**src/design/pcs_pkg.sv**
```systemverilog
// ----------------------------------------------------------------------------
// pcs_pkg: shared types and constants for PUCT child selection
// Holds the field widths and the command and status records that pass
// between the controller and the datapath.
// ----------------------------------------------------------------------------
`default_nettype none
package pcs_pkg;

    localparam int VISIT_W  = 20;
    localparam int TOTAL_W  = 33;
    localparam int VLOSS_W  = 8;
    localparam int PRIOR_W  = 16;
    localparam int CPUCT_W  = 16;
    localparam int INDEX_W  = 8;
    localparam int SCORE_W  = 28;
    localparam int IN_DATA_W  = 104;
    localparam int OUT_DATA_W = 40;

    localparam int DIV_STEPS  = 33;
    localparam int SQRT_STEPS = 22;
    localparam int CPUCT_RESET = 5120;

    typedef struct packed {
        logic load;      // capture a word, start the mean divide and the root
        logic mul;       // latch the mean, form the exploration numerator
        logic start_u;   // start the exploration divide
        logic score;     // form the saturated score
        logic update;    // fold the score into the running best
        logic emit;      // load the result register and clear the scan
    } t_cmd;

    typedef struct packed {
        logic div_done;
        logic sqrt_done;
        logic last;
        logic out_free;
    } t_sts;

endpackage
`default_nettype wire

```
**src/design/puct_child_select.sv**
```systemverilog
// ----------------------------------------------------------------------------
// puct_child_select: PUCT child selection over one streamed node
// Scores each child word and returns the best index and score on the last.
// ----------------------------------------------------------------------------
// Each child runs the 33-step shared divider twice, first for the mean and
// then for the exploration term; the 22-step root runs alongside the first.
// A child word is taken only in idle, once the previous child leaves its
// update step; the result register lets the next word enter while a result
// waits on the master side, and a last word holds in its update step until
// the waiting result drains.
// Reset: synchronous, active low; clears the scan, drops any waiting result
// word and sets c_puct to 1.25 (Q4.12).
`default_nettype none
module puct_child_select #(
    parameter int MAX_CHILDREN = 256
) (
    input  wire logic        i_clk,
    input  wire logic        i_rst_n,
    // config: c_puct, unsigned Q4.12
    input  wire logic        i_cfg_valid,
    output logic             o_cfg_ready,
    input  wire logic [15:0] i_cfg_data,
    // tdata, low bit up: node_visits[19:0], child_visits[39:20],
    // child_total_value[72:40], child_virtual_loss[80:73],
    // child_prior[96:81], zero fill [103:97]
    input  wire logic                              s_axis_tvalid,
    output logic                                   s_axis_tready,
    input  wire logic [pcs_pkg::IN_DATA_W-1:0]     s_axis_tdata,
    input  wire logic                              s_axis_tlast,
    // tdata, low bit up: best_index[7:0], best_score[35:8], zero fill [39:36]
    output logic                                   m_axis_tvalid,
    input  wire logic                              m_axis_tready,
    output logic [pcs_pkg::OUT_DATA_W-1:0]         m_axis_tdata
);
    import pcs_pkg::*;

    logic [CPUCT_W-1:0]        r_c_puct;
    t_cmd                      cmd;
    t_sts                      sts;
    logic [INDEX_W-1:0]        best_index;
    logic signed [SCORE_W-1:0] best_score;

    // config is only to be written while idle; the block does not enforce this, so always take it
    assign o_cfg_ready = 1'b1;

    always_ff @(posedge i_clk) begin
        if (!i_rst_n) begin
            r_c_puct <= CPUCT_W'(CPUCT_RESET);
        end else if (i_cfg_valid) begin
            r_c_puct <= i_cfg_data;
        end
    end

    pcs_ctrl u_ctrl (
        .i_clk      (i_clk),
        .i_rst_n    (i_rst_n),
        .i_in_valid (s_axis_tvalid),
        .o_in_ready (s_axis_tready),
        .i_sts      (sts),
        .o_cmd      (cmd)
    );

    pcs_dpath #(
        .MAX_CHILDREN (MAX_CHILDREN)
    ) u_dpath (
        .i_clk                (i_clk),
        .i_rst_n              (i_rst_n),
        .i_cmd                (cmd),
        .o_sts                (sts),
        .i_c_puct             (r_c_puct),
        .i_node_visits        (s_axis_tdata[19:0]),
        .i_child_visits       (s_axis_tdata[39:20]),
        .i_child_total_value  (s_axis_tdata[72:40]),
        .i_child_virtual_loss (s_axis_tdata[80:73]),
        .i_child_prior        (s_axis_tdata[96:81]),
        .i_last_child         (s_axis_tlast),
        .i_out_ready          (m_axis_tready),
        .o_out_valid          (m_axis_tvalid),
        .o_best_index         (best_index),
        .o_best_score         (best_score)
    );

    // pack the result word
    assign m_axis_tdata = {4'b0, best_score, best_index};

endmodule
`default_nettype wire

```
**src/design/pcs_ctrl.sv**
```systemverilog
// ----------------------------------------------------------------------------
// pcs_ctrl: sequencer for one child
// Steps the datapath through divide and root together, multiply, divide, score, update.
// ----------------------------------------------------------------------------
`default_nettype none
module pcs_ctrl (
    input  wire logic          i_clk,
    input  wire logic          i_rst_n,
    input  wire logic          i_in_valid,
    output logic               o_in_ready,
    input  wire pcs_pkg::t_sts i_sts,
    output pcs_pkg::t_cmd      o_cmd
);
    import pcs_pkg::*;

    typedef enum logic [6:0] {
        ST_IDLE   = 7'b0000001,
        ST_CALC_Q = 7'b0000010,
        ST_MUL    = 7'b0000100,
        ST_LOAD_U = 7'b0001000,
        ST_CALC_U = 7'b0010000,
        ST_SCORE  = 7'b0100000,
        ST_UPDATE = 7'b1000000
    } t_state;

    t_state r_state, n_state;

    always_comb begin
        n_state    = r_state;
        o_cmd      = '0;
        o_in_ready = 1'b0;
        case (r_state)
            ST_IDLE: begin
                o_in_ready = 1'b1;
                if (i_in_valid) begin
                    o_cmd.load = 1'b1;
                    n_state    = ST_CALC_Q;
                end
            end
            ST_CALC_Q: begin
                if (i_sts.div_done && i_sts.sqrt_done) n_state = ST_MUL;
            end
            ST_MUL: begin
                o_cmd.mul = 1'b1;
                n_state   = ST_LOAD_U;
            end
            ST_LOAD_U: begin
                o_cmd.start_u = 1'b1;
                n_state       = ST_CALC_U;
            end
            ST_CALC_U: begin
                if (i_sts.div_done) n_state = ST_SCORE;
            end
            ST_SCORE: begin
                o_cmd.score = 1'b1;
                n_state     = ST_UPDATE;
            end
            ST_UPDATE: begin
                // on a last child, hold here while the previous result is still waiting
                if (!i_sts.last || i_sts.out_free) begin
                    o_cmd.update = 1'b1;
                    o_cmd.emit   = i_sts.last;
                    n_state      = ST_IDLE;
                end
            end
            default: n_state = ST_IDLE;
        endcase
    end

    always_ff @(posedge i_clk) begin
        if (!i_rst_n) begin
            r_state <= ST_IDLE;
        end else begin
            r_state <= n_state;
        end
    end

endmodule
`default_nettype wire

```
**src/design/pcs_dpath.sv**
```systemverilog
// ----------------------------------------------------------------------------
// pcs_dpath: arithmetic and scan state
// Shared restoring divider, digit-serial square root, two multipliers,
// score saturation, running best and the result register.
// ----------------------------------------------------------------------------
`default_nettype none
module pcs_dpath #(
    parameter int MAX_CHILDREN = 256
) (
    input  wire logic                                i_clk,
    input  wire logic                                i_rst_n,
    input  wire pcs_pkg::t_cmd                       i_cmd,
    output pcs_pkg::t_sts                            o_sts,
    input  wire logic [pcs_pkg::CPUCT_W-1:0]         i_c_puct,
    input  wire logic [pcs_pkg::VISIT_W-1:0]         i_node_visits,
    input  wire logic [pcs_pkg::VISIT_W-1:0]         i_child_visits,
    input  wire logic signed [pcs_pkg::TOTAL_W-1:0]  i_child_total_value,
    input  wire logic [pcs_pkg::VLOSS_W-1:0]         i_child_virtual_loss,
    input  wire logic [pcs_pkg::PRIOR_W-1:0]         i_child_prior,
    input  wire logic                                i_last_child,
    input  wire logic                                i_out_ready,
    output logic                                     o_out_valid,
    output logic [pcs_pkg::INDEX_W-1:0]              o_best_index,
    output logic signed [pcs_pkg::SCORE_W-1:0]       o_best_score
);
    import pcs_pkg::*;

    localparam int IW = $clog2(MAX_CHILDREN + 1);
    localparam logic [IW-1:0] MAX_IDX = IW'(MAX_CHILDREN);
    localparam logic signed [35:0] SAT_HI = 36'sd134217727;
    localparam logic signed [35:0] SAT_LO = -36'sd134217728;

    // captured word
    logic [VISIT_W-1:0]  r_n;
    logic                r_neg;
    logic [VLOSS_W-1:0]  r_vl;
    logic                r_last;
    logic [31:0]         r_cp;

    // divider
    logic [32:0] r_dv_dd;
    logic [21:0] r_dv_rem;
    logic [20:0] r_dv_den;
    logic [5:0]  r_dv_cnt;
    logic [21:0] dv_sh;
    logic        dv_ge;

    // square root
    logic [43:0] r_sq_x;
    logic [24:0] r_sq_rem;
    logic [21:0] r_sq_root;
    logic [4:0]  r_sq_cnt;
    logic [24:0] sq_sh;
    logic [24:0] sq_trial;
    logic        sq_ge;

    logic signed [33:0] r_q;
    logic [53:0]        r_num;
    logic signed [SCORE_W-1:0] r_score;
    logic signed [35:0] sum;
    logic signed [SCORE_W-1:0] sat;

    logic [IW-1:0]             r_next_idx;
    logic                      r_have;
    logic [INDEX_W-1:0]        r_best_idx;
    logic signed [SCORE_W-1:0] r_best;
    logic                      take;
    logic [INDEX_W-1:0]        nb_idx;
    logic signed [SCORE_W-1:0] nb_score;
    logic [IW+INDEX_W-1:0]     idx_ext;
    logic [TOTAL_W-1:0]        tv_mag;

    assign tv_mag   = i_child_total_value[TOTAL_W-1] ? TOTAL_W'(-i_child_total_value)
                                                     : i_child_total_value;
    assign dv_sh    = {r_dv_rem[20:0], r_dv_dd[32]};
    assign dv_ge    = dv_sh >= {1'b0, r_dv_den};
    assign sq_sh    = {r_sq_rem[22:0], r_sq_x[43:42]};
    assign sq_trial = {1'b0, r_sq_root, 2'b01};
    assign sq_ge    = sq_sh >= sq_trial;

    assign sum = $signed({{2{r_q[33]}}, r_q})
               - $signed({16'b0, r_vl, 12'b0})
               + $signed({10'b0, r_dv_dd[25:0]});
    assign sat = (sum > SAT_HI) ? SAT_HI[SCORE_W-1:0] :
                 (sum < SAT_LO) ? SAT_LO[SCORE_W-1:0] : sum[SCORE_W-1:0];

    assign idx_ext  = {{INDEX_W{1'b0}}, r_next_idx};
    assign take     = (r_next_idx < MAX_IDX) && (!r_have || r_score > r_best);
    assign nb_idx   = take ? idx_ext[INDEX_W-1:0] : r_best_idx;
    assign nb_score = take ? r_score : r_best;

    assign o_sts.div_done  = (r_dv_cnt == '0);
    assign o_sts.sqrt_done = (r_sq_cnt == '0);
    assign o_sts.last      = r_last;
    assign o_sts.out_free  = !o_out_valid || i_out_ready;

    always_ff @(posedge i_clk) begin
        if (i_cmd.load) begin
            r_n    <= i_child_visits;
            r_neg  <= i_child_total_value[TOTAL_W-1];
            r_vl   <= i_child_virtual_loss;
            r_last <= i_last_child;
            r_cp   <= i_c_puct * i_child_prior;
        end
        if (i_cmd.mul) begin
            if (r_n == '0) begin
                r_q <= '0;
            end else if (r_neg) begin
                r_q <= -$signed({1'b0, r_dv_dd});
            end else begin
                r_q <= $signed({1'b0, r_dv_dd});
            end
            r_num <= r_cp * r_sq_root;
        end
        if (i_cmd.score) begin
            r_score <= sat;
        end
        // divider: load or step
        if (i_cmd.load) begin
            r_dv_dd  <= tv_mag;
            r_dv_rem <= '0;
            r_dv_den <= {1'b0, i_child_visits};
        end else if (i_cmd.start_u) begin
            r_dv_dd  <= {7'b0, r_num[53:28]};
            r_dv_rem <= '0;
            r_dv_den <= {1'b0, r_n} + 21'd1;
        end else if (r_dv_cnt != '0) begin
            r_dv_rem <= dv_ge ? (dv_sh - {1'b0, r_dv_den}) : dv_sh;
            r_dv_dd  <= {r_dv_dd[31:0], dv_ge};
        end
        // root: load or step
        if (i_cmd.load) begin
            r_sq_x    <= {i_node_visits, 24'b0};
            r_sq_rem  <= '0;
            r_sq_root <= '0;
        end else if (r_sq_cnt != '0) begin
            r_sq_rem  <= sq_ge ? (sq_sh - sq_trial) : sq_sh;
            r_sq_root <= {r_sq_root[20:0], sq_ge};
            r_sq_x    <= {r_sq_x[41:0], 2'b00};
        end
        if (i_cmd.emit) begin
            o_best_index <= nb_idx;
            o_best_score <= nb_score;
        end
    end

    always_ff @(posedge i_clk) begin
        if (!i_rst_n) begin
            r_dv_cnt    <= '0;
            r_sq_cnt    <= '0;
            r_next_idx  <= '0;
            r_have      <= 1'b0;
            r_best_idx  <= '0;
            r_best      <= '0;
            o_out_valid <= 1'b0;
        end else begin
            if (i_cmd.load || i_cmd.start_u) begin
                r_dv_cnt <= 6'(DIV_STEPS);
            end else if (r_dv_cnt != '0) begin
                r_dv_cnt <= r_dv_cnt - 6'd1;
            end
            if (i_cmd.load) begin
                r_sq_cnt <= 5'(SQRT_STEPS);
            end else if (r_sq_cnt != '0) begin
                r_sq_cnt <= r_sq_cnt - 5'd1;
            end
            if (i_cmd.emit) begin
                r_next_idx <= '0;
                r_have     <= 1'b0;
                r_best_idx <= '0;
                r_best     <= '0;
            end else if (i_cmd.update && (r_next_idx < MAX_IDX)) begin
                r_next_idx <= r_next_idx + 1'b1;
                r_have     <= 1'b1;
                r_best_idx <= nb_idx;
                r_best     <= nb_score;
            end
            if (i_cmd.emit) begin
                o_out_valid <= 1'b1;
            end else if (i_out_ready) begin
                o_out_valid <= 1'b0;
            end
        end
    end

endmodule
`default_nettype wire
```
**config.mk**
```make
export PLATFORM = sky130hd
export DESIGN_NAME = puct_child_select
export DESIGN_NICKNAME = d
export VERILOG_FILES = /design/src/design/pcs_pkg.sv /design/src/design/puct_child_select.sv /design/src/design/pcs_ctrl.sv /design/src/design/pcs_dpath.sv
export SDC_FILE = /design/constraint.sdc
export NUM_CORES = 2
export LEC_CHECK = 0
export ABC_CLOCK_PERIOD_IN_PS = 13700
export BUFFER_PORTS_ARGS = -buffer_cell sky130_fd_sc_hd__clkbuf_2
export CAP_MARGIN = 0
export CELL_PAD_IN_SITES_DETAIL_PLACEMENT = 1
export CELL_PAD_IN_SITES_GLOBAL_PLACEMENT = 2
export CORE_MARGIN = 2
export CORE_UTILIZATION = 25
export CTS_CLUSTER_SIZE = 28
export DETAILED_ROUTE_END_ITERATION = 8
export PLACE_DENSITY = 0.6
export SYNTH_ARGS = -nofsm -noshare
export SYNTH_HDL_FRONTEND = slang
export SYNTH_SLANG_ARGS = --single-unit
```
**constraint.sdc**
```tcl
create_clock -name i_clk -period 13.7 [get_ports i_clk]
set_clock_uncertainty 0.1 [all_clocks]
set_input_delay 1.37 -clock i_clk [delete_from_list [all_inputs] [get_ports i_clk]]
set_output_delay 1.37 -clock i_clk [all_outputs]
set_load 0.05 [all_outputs]
```
# Word-level counts from Yosys, hierarchy flattened
# Index checks and enable logic that the tools add are counted.
[totals]
reg_bits = 435
inputBits = 126
mem_count = 0
out_inout_bits = 43
latchBits = 0
rom_bits = 0
ramBits = 0
elab_cells = 119
[classes]
n_mux = 33
multipliers = 2
reduce_logical = 26
add_sub_neg = 10
shifts = 0
n_eq_ne = 11
bitwise_logic = 2
div = 0
order_cmp = 6
[ops]
columns = ["operator", "count"]
rows = [
  ["$mux 33", 5],
  ["$mux 44", 2],
  ["$mux 28", 2],
  ["$mul 32x22->54", 1],
  ["$pmux 7 s7", 1],
  ["$mux 20", 2],
  ["$add 36x27->36", 1],
  ["$gt 36x28->1 const B", 1],
  ["$lt 36x28->1 const B", 1],
  ["$sub 34x21->35", 1],
  ["$neg 33->34", 1],
  ["$neg 33->33", 1],
  ["$mul 16x16->32", 1],
  ["$gt 28x28->1", 1],
  ["$mux 7", 4],
  ["$ge 25x24->1", 1],
  ["$mux 23", 1],
  ["$sub 23x23->23", 1],
  ["$ge 22x21->1", 1],
  ["$add 20x1->21 const B", 1],
  ["$mux 21", 1],
  ["$sub 21x21->21", 1],
  ["$logic_not 20->1", 1],
  ["$mux 6", 2],
  ["29 further kinds", 55],
]

# Logic depth before layout (Yosys ltp)
[logic_depth]
word_depth = 6
depth_mapped = 29
mapped_depth_nobuf = 27

# Hierarchy
# From an unflattened synthesis, not the netlist that was laid out.
[hier_totals]
cells_unflattened = 5669
area_unflattened_um2 = 52570.4
[modules_own_cells]
columns = ["module", "area_each_um2", "cells_each", "instances"]
rows = [
  ["pcs_dpath", 51439.3, 5552, 1],
  ["puct_child_select", 655.6, 58, 1],
  ["pcs_ctrl", 475.5, 59, 1],
]

# Least setup slack after synthesis
# OpenSTA, ideal clock, no wires.
[synth_path]
path_kind = "input-to-reg"
startpoint = "in s_axis_tdata[82] in the netlist's numbering"
endpoint = "reg u_dpath.r_cp[31], data pin"
setup_slack_ps = 6137
arrival_ps = 7204
path_stages = 23
path_buffers = 1
path_cell_list = "clkbuf_1 -> nand2_1 -> fa_1 -> inv_1 -> fa_1 -> inv_1 -> fa_1 -> inv_1 -> fa_1 -> inv_1 -> fa_1 -> inv_1 -> fa_1 -> ha_1 -> nor2b_1 -> a41oi_1 -> a21oi_1 -> o41ai_1 -> o21ai_0 -> a221o_1 -> a311oi_1 -> o21bai_1 -> xnor2_1"
[synth_via]
elab_chain_len = 1
[synth_rtl]
columns = ["item", "line", "rtl"]
rows = [
  ["start: declaration", "puct_child_select.sv:28", "input wire logic [pcs_pkg::IN_DATA_W-1:0] s_axis_tdata,"],
  ["$mul 16x16->32", "pcs_dpath.sv:103", "r_cp <= i_c_puct * i_child_prior;"],
  ["end signal: assignment", "pcs_dpath.sv:103", ""],
  ["end: declaration", "pcs_dpath.sv:38", "logic [31:0] r_cp;"],
]
# Every way passes these cells.
# A chain may end at the register's enable or synchronous reset.

# Worst setup path after layout
[layout_path]
startpoint = "reg u_dpath.r_sq_root[15]"
endpoint = "reg u_dpath.r_num[53], data pin"
[layout_via]
elab_chain_len = 1
[layout_rtl]
columns = ["item", "line", "rtl"]
rows = [
  ["start: declaration", "pcs_dpath.sv:51", "logic [21:0] r_sq_root;"],
  ["start signal: assignment", "pcs_dpath.sv:138", "r_sq_root <= {r_sq_root[20:0], sq_ge};"],
  ["$mul 32x22->54", "pcs_dpath.sv:113", "r_num <= r_cp * r_sq_root;"],
  ["end signal: assignment", "pcs_dpath.sv:113", ""],
  ["end: declaration", "pcs_dpath.sv:58", "logic [53:0] r_num;"],
]
# Every way passes these cells.

==> results_dict.tcl <==
set metrics [dict create \
    cts.repair.resized 0 \
    power_w 0.0106 \
    wl_met3_mm 5.73 \
    grt_pass1_vias 42500 \
    postRouteAntennaNets 0 \
    layout.nets 6962 \
    clock-sinks 407 \
    min_path_type "register to register" \
    yosys.area.top_type_share 0.306 \
    rsz0062_at_grt "no" \
    yosysUniqueCellTypes 80 \
    antenna_found_initial 10 \
    fin_tns_setup_ns 0 \
    p_per_area_nw_per_um2 184 \
    synth_async_sr_flop_share 0 \
    fin_cells 8408 \
    min_from "u_dpath.r_sq_root[20]" \
    vias 38200 \
    crit_start "u_dpath.r_sq_root[15]" \
    die_area_um2 211000 \
    ir_drop_mv 0.110 \
    final_max_slew_viol_count 0 \
    pwr-share-comb 0.669 \
    switching_share 0.503 \
    dp.cells 8307 \
    endpoint_kind "register" \
    dp_hpwl_mm 122 \
    synth_top_area_cell "fa_1" \
    die_h_um 460 \
    routed-wl-met2_mm 77.1 \
    grt_overflow_total 0 \
    synth_seq_cells 407 \
    path_max_fanout 19 \
    slew_headroom 0.221 \
    ys_top_cells_by_count "inv_1 (998), nand2_1 (828), fa_1 (793)" \
    chipWidth_um 460 \
    cts-root-buf "clkbuf_16" \
    worst_pin_slew_ns 1.17 \
    routed.top_layer "met5" \
    cp.arrival_ns 9.47 \
    finalWirelength_mm 162 \
    synthesis.area_um2 51900 \
    cpMaxStageDelayCell "dfxtp_1" \
    fmax_mhz 109 \
    synthFlopType "edfxtp_1" \
    required_ns 14.00 \
    place_congestion 0.803 \
    yosysMostFrequentCell "inv_1" \
    hold_viol_final 0 \
    crit_top_cell "fa_1" \
    ctsHtreeMaxLevel 2 \
    cts_setup_buffers 0 \
    io_buffers 156 \
    drive_gt1_frac 0.0686 \
    cts_max_path_buffers 3 \
    seq_power_share 0.191 \
    start_util 0.251 \
    cts_tree "done" \
    grt_max_degree 71 \
    route.detailed.drc 0 \
    first_pass_iters 5 \
    p_leak_nw 26.1 \
    clock_power_share 0.140 \
    fin_crit_sh 0.669 \
    insertion_delay_ns 0.67 \
    min_period_ns 9.17 \
    grt_pass1_wl_mm 253 \
    hold_path_depth 2 \
    critPathMaxStageDelay_ns 1.03 \
    ctsHoldBuffers 0 \
    wire_per_inst_um 19.3 \
    synth_area_leaders "fa_1 (31%), edfxtp_1 (15%), ha_1 (9.3%)" \
    cts.clk_slew.worst_paths_ns 0.08 \
    run_status "complete, no violations" \
    ys_seq_area_frac 0.207 \
    rows 167 \
    cts_inserted_buffers 53 \
    detail_route.iter0.violations 1642 \
    fp.coreArea_um2 207000 \
    grt.total_usage 0.154 \
    p_sw_w 0.00533 \
    drv_cap 0 \
    vias_per_cell 4.55 \
    path_cells "buf_4 -> nand2_1 -> fa_1 -> inv_1 -> fa_1 -> fa_1 -> fa_1 -> fa_1 -> fa_1 -> inv_1 -> fa_1 -> inv_1 -> ha_1 -> nand4_1 -> nor2_1 -> a22oi_1 -> a21boi_0 -> and2_1 -> a41oi_1 -> o21ai_0 -> a31oi_1 -> o211a_1 -> nor3_1 -> xnor2_1" \
    postSynthCellCount 5624 \
    synth_edf_count 259 \
    synth_warnings 0 \
    timing.rr.start "u_dpath.r_sq_root[15]" \
    internal_power_w 0.00527 \
    rr_worst_depth 24 \
    syn_to_final_growth_pct 11.0 \
    utilization 0.279 \
    synth.avg_cell_area_um2 9.24 \
    met1_length_mm 76.0 \
    io_pins 169 \
    setup_viol_count_final 0 \
    path_class "register to register" \
    critPathLaunchType "register" \
]
[critical path, delay by kind of cell (launching register included)]
kind,cells,cell delay (ns)
xor gates and xnor gates,1,0.09
AOI/OAI and AO/OA,6,2.03
adders and majority gates,8,4.08
DFF,1,1.03
and+or+nand+nor,5,0.92
buffers and inverters,4,0.62
[layout make-up]
cell class / count / area [µm²]
Antenna cell: 1 / 2.50
Clock buffer: 61 / 1420
Clock inverter: 39 / 410
Fill cell: 24000 / 149000
Inverter: 998 / 3750
Multi-Input combinational cell: 3955 / 36500
Sequential cell: 407 / 10700
Tap cell: 2704 / 3380
Timing Repair Buffer: 243 / 1430
[worst paths after layout]
path                           endpoint  slack, ns
setup / recovery      u_dpath.r_num[53]       4.53
hold / removal    u_dpath.r_sq_root[20]       0.36
setup reg to reg      u_dpath.r_num[53]       4.53
hold reg to reg   u_dpath.r_sq_root[20]       0.36
[placed cells by master (no fill, tap or decap), drive strengths merged, types with 26 or more instances in the layout]
| master | count |
|---|---|
| dfxtp | 148 |
| nand3 | 60 |
| inv | 1004 |
| a211oi | 32 |
| fa | 793 |
| ha | 385 |
| or3 | 27 |
| mux2i | 91 |
| o21a | 36 |
| nand2 | 828 |
| nor3 | 40 |
| nor2 | 211 |
| clkbuf | 217 |
| a22oi | 26 |
| xor2 | 104 |
| and2 | 412 |
| buf | 87 |
| edfxtp | 259 |
| a21o | 79 |
| nor2b | 34 |
| nand4 | 37 |
| xnor2 | 115 |
| o21ai | 207 |
| a21oi | 168 |
[stage by stage]
| stage | cell area [µm²] | setup WS [ns] | hold slack (ns) |
|---|---|---|---|
| 5_1_grt | 57700 | 4.06 | 0.400 |
| 3_3_place_gp | 55800 | 4.53 | 0.338 |
| 6_report | 57700 | 4.53 | 0.357 |
| 3_5_place_dp | 55800 | 4.44 | 0.353 |
| 2_1_floorplan | 52000 | 6.14 | 0.340 |
| 4_1_cts | 57700 | 4.42 | 0.364 |
[power groups by stage]
stage                     Combinational [W]  Clock (W)  Sequential, W
final                               0.00709    0.00149        0.00202
after CTS                           0.00727    0.00155        0.00202
after detailed placement            0.00723          0        0.00205
after global placement              0.00711          0        0.00204
after global routing                0.00818    0.00158        0.00206
after floorplan                     0.00503          0        0.00195
[state kept, by name (all words and copies together) (netlist names), 5 cells and up]
register and count:
u_dpath.r_dv_cnt 6, u_dpath.r_dv_rem 21, u_dpath.r_next_idx 9, u_dpath.r_dv_den 21, u_dpath.r_vl 8, u_dpath.r_n 20, r_c_puct 16, u_dpath.r_num 26
u_dpath.r_cp 32, u_dpath.r_score 28, u_ctrl.r_state 7, u_dpath.o_best_index 8, u_dpath.r_best 28, u_dpath.r_sq_cnt 5, u_dpath.o_best_score 28, u_dpath.r_best_idx 8
u_dpath.r_sq_rem 23, u_dpath.r_dv_dd 33, u_dpath.r_sq_root 22, u_dpath.r_sq_x 20, u_dpath.r_q 34
[cell families after synthesis]
| group | after synthesis | share of synthesized area |
|---|---|---|
| simple gates | 1754 | 0.161 |
| buf+inv | 1265 | 0.0920 |
| fa+ha+maj | 1178 | 0.398 |
| compound gates | 694 | 0.0841 |
| flops | 407 | 0.207 |
| xor+xnor | 219 | 0.0369 |
| mux | 105 | 0.0206 |
| other cells | 2 | 0.000145 |
[metal layers]
metal / GRT usage / vias to the layer above
met5: 0 / -
met4: 0.0293 / 10
met3: 0.0174 / 163
met2: 0.266 / 545
met1: 0.208 / 19700
li1: - / 17800
Power figures use the tool's default switching activity.
